**config.mk**
```make
export PLATFORM = sky130hd
export DESIGN_NAME = keypad_lock_input_controller
export DESIGN_NICKNAME = d
export VERILOG_FILES = /design/src/rtl/kpl_pkg.sv /design/src/rtl/kpl_step.sv /design/src/rtl/keypad_lock_input_controller.sv
export SDC_FILE = /design/constraint.sdc
export NUM_CORES = 1
export LEC_CHECK = 0
export BUFFER_PORTS_ARGS = -buffer_cell sky130_fd_sc_hd__buf_2
export CAP_MARGIN = 20
export CORE_MARGIN = 2
export CORE_UTILIZATION = 35
export CTS_CLUSTER_DIAMETER = 80
export DETAILED_ROUTE_END_ITERATION = 6
export GPL_ROUTABILITY_DRIVEN = 0
export HOLD_SLACK_MARGIN = 0.12
export SYNTH_ARGS = -nofsm -noshare
export SYNTH_HDL_FRONTEND = slang
export SYNTH_SLANG_ARGS = --single-unit
```
**constraint.sdc**
```tcl
create_clock -name clock -period 2.7 [get_ports clock]
set_input_delay 0.27 -clock clock [delete_from_list [all_inputs] [get_ports clock]]
set_output_delay 0.27 -clock clock [all_outputs]
set_load 0.005 [all_outputs]
```
**src/rtl/kpl_pkg.sv**
```systemverilog
package kpl_pkg;

   localparam int unsigned DelayCfgBits = 16;
   localparam int unsigned CsrIndexBits = 3;

   typedef enum logic [1:0] {
      REQ_PIN  = 2'd0,
      REQ_TICK = 2'd1,
      REQ_TEST = 2'd2
   } req_kind_type;

   typedef enum logic [1:0] {
      MODE_MOMENTARY = 2'd0,
      MODE_TOGGLE    = 2'd1,
      MODE_LATCH     = 2'd2,
      MODE_INVALID   = 2'd3
   } mode_type;

   typedef enum logic [2:0] {
      CAUSE_NONE   = 3'd0,
      CAUSE_PRESS  = 3'd1,
      CAUSE_TOGGLE = 3'd2,
      CAUSE_LATCH  = 3'd3,
      CAUSE_TEST   = 3'd4,
      CAUSE_AUTO   = 3'd5
   } cause_type;

   typedef enum logic [CsrIndexBits-1:0] {
      REG_PAD_ENABLE   = 3'd0,
      REG_PAD_MODE     = 3'd1,
      REG_LOCK_MASK    = 3'd2,
      REG_REARM_DELAY  = 3'd3,
      REG_ALERT_ENABLE = 3'd4,
      REG_ALERT_TARGET = 3'd5
   } reg_index_type;

   localparam logic [1:0] MaskBoth = 2'd3;

   typedef enum logic [1:0] {
      CHAN_BOTH = 2'd0,
      CHAN_ONE  = 2'd1,
      CHAN_TWO  = 2'd2
   } chan_type;

   typedef struct packed {
      logic                    pad_enable;
      mode_type                pad_mode;
      logic [1:0]              lock_mask;
      logic [DelayCfgBits-1:0] rearm_delay;
      logic                    alert_enable;
      logic [1:0]              alert_target_code;
   } cfg_type;

   typedef struct packed {
      logic prev_pressed;
      logic pressed_level;
      logic toggle_armed;
      logic rearm_expired;
   } flags_type;

   typedef struct packed {
      logic       lock_cmd_valid;
      logic       lock_arm;
      logic [1:0] lock_select;
      logic       alert_fire;
      logic [1:0] alert_channel;
      logic [1:0] alert_target_out;
      cause_type  action_cause;
      logic       pressed_now;
   } rsp_type;

   function automatic rsp_type issue(input cfg_type cfg, input logic arm,
                                     input cause_type cause, input logic with_alert);
      rsp_type r;
      r = '0;
      r.lock_cmd_valid = 1'b1;
      r.lock_arm       = arm;
      r.lock_select    = cfg.lock_mask;
      r.action_cause   = cause;
      if (with_alert && cfg.alert_enable) begin
         r.alert_fire       = 1'b1;
         r.alert_channel    = (cfg.lock_mask == MaskBoth) ? CHAN_BOTH :
                              (cfg.lock_mask[0] ? CHAN_ONE : CHAN_TWO);
         r.alert_target_out = cfg.alert_target_code;
      end
      return r;
   endfunction

endpackage

```
**src/rtl/kpl_step.sv**
```systemverilog
module kpl_step #(
   parameter int unsigned DELAY_BITS = 16
) (
   input  kpl_pkg::cfg_type      cfg,
   input  kpl_pkg::flags_type    flags,
   input  logic [DELAY_BITS-1:0] count,
   input  logic [1:0]            req_type,
   input  logic                  pin_level,
   output kpl_pkg::flags_type    flags_next,
   output logic [DELAY_BITS-1:0] count_next,
   output kpl_pkg::rsp_type      rsp
);
   import kpl_pkg::*;

   localparam int unsigned CmpBits = (DELAY_BITS > DelayCfgBits) ? DELAY_BITS : DelayCfgBits;

   logic rise;
   logic level;
   logic at_delay;

   assign level    = ~pin_level;
   assign rise     = level & ~flags.prev_pressed;
   assign at_delay = CmpBits'(count) >= CmpBits'(cfg.rearm_delay);

   always_comb begin
      flags_next = flags;
      count_next = count;
      rsp        = '0;
      case (req_type)
         REQ_PIN: begin
            flags_next.pressed_level = level;
            flags_next.prev_pressed  = level;
            if (cfg.pad_enable) begin
               if (cfg.pad_mode == MODE_LATCH && level != flags.prev_pressed) begin
                  rsp = issue(cfg, level, CAUSE_LATCH, 1'b1);
                  flags_next.rearm_expired = 1'b1;
               end else if (cfg.pad_mode == MODE_TOGGLE && rise) begin
                  flags_next.toggle_armed  = ~flags.toggle_armed;
                  rsp = issue(cfg, ~flags.toggle_armed, CAUSE_TOGGLE, 1'b1);
                  flags_next.rearm_expired = 1'b1;
               end else if (cfg.pad_mode == MODE_MOMENTARY && rise) begin
                  rsp = issue(cfg, 1'b0, CAUSE_PRESS, 1'b1);
                  flags_next.rearm_expired = 1'b0;
                  count_next = '0;
               end
            end
         end
         REQ_TICK: begin
            if (at_delay && !flags.rearm_expired) begin
               rsp = issue(cfg, 1'b1, CAUSE_AUTO, 1'b0);
               flags_next.rearm_expired = 1'b1;
            end else if (count != '1) begin
               count_next = count + 1'b1;
            end
         end
         REQ_TEST: begin
            if (cfg.pad_mode == MODE_LATCH) begin
               rsp = issue(cfg, 1'b1, CAUSE_TEST, 1'b1);
               flags_next.rearm_expired = 1'b1;
            end else if (cfg.pad_mode == MODE_TOGGLE) begin
               flags_next.toggle_armed  = ~flags.toggle_armed;
               rsp = issue(cfg, ~flags.toggle_armed, CAUSE_TEST, 1'b1);
               flags_next.rearm_expired = 1'b1;
            end else begin
               rsp = issue(cfg, 1'b0, CAUSE_TEST, 1'b1);
               flags_next.rearm_expired = 1'b0;
               count_next = '0;
            end
         end
         default: begin
         end
      endcase
      rsp.pressed_now = flags_next.pressed_level;
   end

endmodule

```
**src/rtl/keypad_lock_input_controller.sv**
```systemverilog
// Keypad lock input controller: one active-low keypad pin driving up to two locks.
// Request channel (req_*): one transfer per pin sample, tick or test
// command. Every request yields exactly one result transfer on the rsp_* channel,
// carrying any lock command, alert and the current pressed state.
// Latency: the result is valid the cycle after the request transfer.
// Throughput: one request per cycle; the result register sits between the two
// channels, so req_ready stays high while rsp_ready is high or the result register
// is empty. When the receiver stalls, the result is held and req_ready drops until
// it is taken.
// Configuration (csr_*): index selects pad_enable, pad_mode, lock_mask,
// rearm_delay, alert_enable or alert_target_code; csr_ready is always high and
// writes to unknown indexes are dropped. Write only while idle.
// Reset (synchronous): registers return to 1, momentary, lock one, 4 ticks,
// alerts on, target 3; keypad state and the re-arm count clear, leaving the
// re-arm timer running. DELAY_BITS sets the saturating tick counter width.
module keypad_lock_input_controller #(
   parameter int unsigned DELAY_BITS = 16
) (
   input  logic                                clock,
   input  logic                                reset,
   input  logic                                req_valid,
   output logic                                req_ready,
   input  logic [1:0]                          req_type,
   input  logic                                req_pin_level,
   output logic                                rsp_valid,
   input  logic                                rsp_ready,
   output logic                                rsp_lock_cmd_valid,
   output logic                                rsp_lock_arm,
   output logic [1:0]                          rsp_lock_select,
   output logic                                rsp_alert_fire,
   output logic [1:0]                          rsp_alert_channel,
   output logic [1:0]                          rsp_alert_target_out,
   output logic [2:0]                          rsp_action_cause,
   output logic                                rsp_pressed_now,
   input  logic                                csr_valid,
   output logic                                csr_ready,
   input  logic [kpl_pkg::CsrIndexBits-1:0]    csr_index,
   input  logic [kpl_pkg::DelayCfgBits-1:0]    csr_data
);
   import kpl_pkg::*;

   cfg_type               cfg_ff, cfg_in;
   flags_type             flags_ff, flags_in, flags_step;
   logic [DELAY_BITS-1:0] count_ff, count_in, count_step;
   rsp_type               rsp_ff, rsp_in, rsp_step;
   logic                  rsp_valid_ff, rsp_valid_in;
   logic                  req_fire;
   logic                  csr_fire;
   mode_type              mode_wr;

   assign req_ready = ~rsp_valid_ff | rsp_ready;
   assign req_fire  = req_valid & req_ready;
   assign csr_ready = 1'b1;
   assign csr_fire  = csr_valid;

   kpl_step #(
      .DELAY_BITS(DELAY_BITS)
   ) u_step (
      .cfg        (cfg_ff),
      .flags      (flags_ff),
      .count      (count_ff),
      .req_type   (req_type),
      .pin_level  (req_pin_level),
      .flags_next (flags_step),
      .count_next (count_step),
      .rsp        (rsp_step)
   );

   always_comb begin
      mode_wr = mode_type'(csr_data[1:0]);
      if (mode_wr == MODE_INVALID) begin
         mode_wr = (cfg_ff.pad_mode == MODE_LATCH) ? MODE_LATCH : MODE_MOMENTARY;
      end
   end

   always_comb begin
      cfg_in       = cfg_ff;
      flags_in     = flags_ff;
      count_in     = count_ff;
      rsp_in       = rsp_ff;
      rsp_valid_in = rsp_valid_ff & ~rsp_ready;
      if (req_fire) begin
         flags_in     = flags_step;
         count_in     = count_step;
         rsp_in       = rsp_step;
         rsp_valid_in = 1'b1;
      end
      if (csr_fire) begin
         case (csr_index)
            REG_PAD_ENABLE:   cfg_in.pad_enable = csr_data[0];
            REG_PAD_MODE: begin
               cfg_in.pad_mode = mode_wr;
               if (mode_wr != MODE_TOGGLE) begin
                  flags_in.toggle_armed = 1'b0;
               end
            end
            REG_LOCK_MASK: begin
               if (csr_data[1:0] != 2'd0) begin
                  cfg_in.lock_mask = csr_data[1:0];
               end
            end
            REG_REARM_DELAY:  cfg_in.rearm_delay = csr_data;
            REG_ALERT_ENABLE: cfg_in.alert_enable = csr_data[0];
            REG_ALERT_TARGET: cfg_in.alert_target_code = csr_data[1:0];
            default: begin
            end
         endcase
      end
   end

   always_ff @(posedge clock) begin
      if (reset) begin
         cfg_ff.pad_enable        <= 1'b1;
         cfg_ff.pad_mode          <= MODE_MOMENTARY;
         cfg_ff.lock_mask         <= 2'd1;
         cfg_ff.rearm_delay       <= DelayCfgBits'(4);
         cfg_ff.alert_enable      <= 1'b1;
         cfg_ff.alert_target_code <= 2'd3;
         flags_ff                 <= '0;
         count_ff                 <= '0;
         rsp_valid_ff             <= 1'b0;
      end else begin
         cfg_ff       <= cfg_in;
         flags_ff     <= flags_in;
         count_ff     <= count_in;
         rsp_valid_ff <= rsp_valid_in;
      end
   end

   always_ff @(posedge clock) begin
      rsp_ff <= rsp_in;
   end

   assign rsp_valid            = rsp_valid_ff;
   assign rsp_lock_cmd_valid   = rsp_ff.lock_cmd_valid;
   assign rsp_lock_arm         = rsp_ff.lock_arm;
   assign rsp_lock_select      = rsp_ff.lock_select;
   assign rsp_alert_fire       = rsp_ff.alert_fire;
   assign rsp_alert_channel    = rsp_ff.alert_channel;
   assign rsp_alert_target_out = rsp_ff.alert_target_out;
   assign rsp_action_cause     = rsp_ff.action_cause;
   assign rsp_pressed_now      = rsp_ff.pressed_now;

endmodule

```
==> reports/qor.csv <==
stage,metric,value,unit
outcome,status,"finished, final reports clean",
clock_tree,cts hold-fix bufs,0,
pwr,Flop pwr share,48.9,%
logic_synthesis,synth top area cells,"dfxtp_1 27%, edfxtp_1 12%, ha_1 10%, nand2_1 8.7%, a21oi_1 5.0%",
logic_synthesis,Post-Syn Area,3330,um^2
sta,fin crit share,92.1,%
hold_path,Hold Crit Class,in -> reg,
finish,Final nets,507,
sta,final setup fails,0,
drt,drc violations,0,
placed_design,dpl hpwl,5990,um
worst_setup_path,Worst setup EP type,flop,
worst_setup_path,Critical Path Start,cfg_ff[22],
drt,Final ANT Viol Nets,0,
global_route,pin count of the biggest net entering global routing,28,
finish,most frequent cells in the layout,"77 x nand2_1, 45 x dfxtp_1, 41 x buf_2, 33 x a21oi_1, 32 x inv_1",
drt,drt pass-1 iters,4,
finish,Post-Layout Cell Count,587,
logic_synthesis,Mean Syn Cell Area,8.32,um^2
worst_setup_path,Worst Reg2Reg Path Length in Cells,8,
pwr,Sw Pwr,477,uW
pwr,switching part of the total,25.3,%
drt,Initial DRC Count,150,
sta,"Min Clock Period, post-route",2.49,ns
sta,worst-margin pin slew,0.569,ns
floorplanning,FP Rows,35,
drt,via count,3060,
worst_setup_path,RR Endpoint,count_ff[10],
finish,antenna cells,0,
worst_setup_path,r2r setup slk,0.21,ns
drt,WL final,8070,um
clock_tree,clock sink count,58,
worst_setup_path,critical path type,reg -> reg,
placed_design,Port Buffers,41,
clock_tree,Clock Path Buffers,2,
pwr,Final Power,1.89,mW
worst_setup_path,"critical path fanouts, max",4,
clock_tree,CTS tree,built,
logic_synthesis,"flops & latches, synth",58,
sta,max-slew violation count,0,
pwr,Pleak,1.53,nW
clock_tree,clk root buf,clkbuf_8,
clock_tree,Resized Gates After CTS,0,
finish,Layout area overhead,18.6,%
logic_synthesis,predominant post-synthesis flop cell,dfxtp_1,
logic_synthesis,"Distinct cells, synth",56,
sta,max frequency,402,MHz
global_route,global-route wire length before repair,13400,um
floorplanning,Initial Utilization,36.1,%
pwr,internal power,1.41,mW
clock_tree,TritonCTS buffer count,9,
floorplanning,Die X-Extent,102,um
sta,Layout Skew,0.00585,ns
worst_setup_path,"Arr. time, crit path",2.71,ns
logic_synthesis,syn_nets,455,
worst_setup_path,worst r2r src,cfg_ff[22],
pwr,power per cell area,477,nW/um^2
logic_synthesis,post-synth top area cell,dfxtp_1,
placed_design,post-placement cell count,571,
clock_tree,# Post-CTS Setup Buffers,0,
clock_tree,clock-pin slew on the worst setup and hold paths,0.07,ns
floorplanning,IO Pins,43,
logic_synthesis,register area share after synthesis,38.7,%
finish,"most common cell after layout, fill and taps aside",nand2_1,
global_route,Global Route Usage Sum,16.4,%
logic_synthesis,Mapped Cells,401,
sta,PnR worst setup slack,0.212,ns
worst_setup_path,crit path capture,count_ff[10],
global_route,vias in the first global route,2894,
global_route,initial antenna violation count,0,
clock_tree,CTS H-Tree Depth,3,
pwr,combinational power share,10.3,%
sta,Rel. slew slack,62.1,%
floorplanning,Die Height,102,um
worst_setup_path,CP required,2.92,ns
placed_design,Setup WS pre-CTS,0.250,ns
pwr,Max IR drop VDD,217,uV
pwr,clock power share,40.8,%
clock_tree,Clock Latency Late Sink,0.34,ns
logic_synthesis,yosys synthesis warning count,0,
floorplanning,Core Box Area,9240,um^2
logic_synthesis,ys async rst share,0,%
sta,RSZ-0062 raised after global routing,no,
sta,worst hold margin,0.166,ns
sta,Final Hold Viols,0,
floorplanning,Die Area,10300,um^2
finish,layout cells sized above 1,17.7,%
sta,setup_tns,0,ns
logic_synthesis,fraction of post-synthesis cell area in the top cell type by area,27.0,%
logic_synthesis,Post-synth EDFFs,13,
worst_setup_path,CP Launch Type,flop,
job,Max-Cap Viols,0,
global_route,total grt overflow,0,
drt,Routed wire per std cell,13.7,um
drt,number of vias per cell,5.21,
==> power by group through the flow <==
stage               clock network, mW  logic (mW)  registers [mW]
global placement                    0       0.191           0.941
global route                    0.834       0.220           0.925
finish                          0.769       0.195           0.922
floorplan                           0       0.114           0.943
CTS                             0.795       0.196           0.922
detailed placement                  0       0.195           0.942
==> flip-flops by register name (all words and copies together), names as in the netlist, 2 cells and up <==
register and cells:
rsp_alert_channel 2, cfg_ff 24, rsp_action_cause 3, count_ff 16, rsp_alert_target_out 2, rsp_lock_select 2
flags_ff 4
==> worst max-delay path: stages, from the launching register on <==
cell and delay, ns:
dfxtp_1 0.36, inv_1 0.07, ha_1 0.22, and3b_1 0.29, nand3b_4 0.08, a2111o_1 0.49, or2_0 0.28, a32o_1 0.27
or3_1 0.31
==> layer usage <==
metal | track usage [%] | vias to the layer above | wire length (um) | share of wire [%]
met1 | 18.8 | 1403 | 3390 | 42
met2 | 28.6 | 92 | 4030 | 50
li1 | - | 1546 | - | -
met5 | 0 | - | 0 | 0
met3 | 4.62 | 19 | 415 | 5.1
met4 | 6.76 | 0 | 238 | 2.9
==> cell type report <==
type	instances	area (um^2)
Inverter	32	120
Clock buffer	10	128
Sequential cell	58	1290
Tap cell	129	161
Timing Repair Buffer	61	355
Fill cell	926	5290
Multi-Input combinational cell	291	1840
Clock inverter	6	58.8
==> cell families after synthesis <==
kind of cell,Yosys count,share of synthesized area (%)
AO/OA/AOI/OAI,94,18.6
adder cells (fa/ha/maj),27,10.1
buffers and inverters,52,6.08
flip-flops,58,38.7
multiplexers,5,1.50
other,1,0.112
AND/OR/NAND/NOR,164,24.9
==> metrics by stage <==
step                      util (%)  instance area, um^2
after detailed placement      40.8                 3770
final                         42.8                 3960
after CTS                     42.8                 3960
after global routing          42.8                 3960
after global placement        40.8                 3770
after floorplan                  -                 3330
==> worst min path at each step <==
stage	startpoint	to	slack, ns	depth (start not counted)
after floorplan	csr_data[0]	cfg_ff[0]	0.40	2
after global routing	csr_data[3]	cfg_ff[6]	0.16	3
final	csr_data[12]	cfg_ff[15]	0.17	3
after CTS	csr_data[2]	cfg_ff[5]	0.15	3
after detailed placement	cfg_ff[16]	cfg_ff[16]	0.45	2
after global placement	cfg_ff[4]	cfg_ff[4]	0.45	2
==> synth_stat cells (2+ instances only) <==
library cell	instances
a211o_1	2
a211oi_1	5
a21o_1	2
a21oi_1	33
a311oi_1	2
a31oi_1	13
a32oi_1	3
a41oi_1	2
and2_1	5
and3_1	3
and3b_1	2
and4_1	5
buf_2	3
clkbuf_1	15
dfxtp_1	45
edfxtp_1	13
ha_1	27
inv_1	32
mux2i_1	5
nand2_1	77
nand2b_1	4
nand3_1	20
nand4_1	2
nand4b_1	2
nor2_1	15
nor2b_1	3
nor3_1	6
nor4_1	9
o211ai_1	3
o21a_1	5
o21ai_0	7
o22ai_1	2
o311ai_0	5
o311ai_1	2
(Power assumes the default switching activity.)
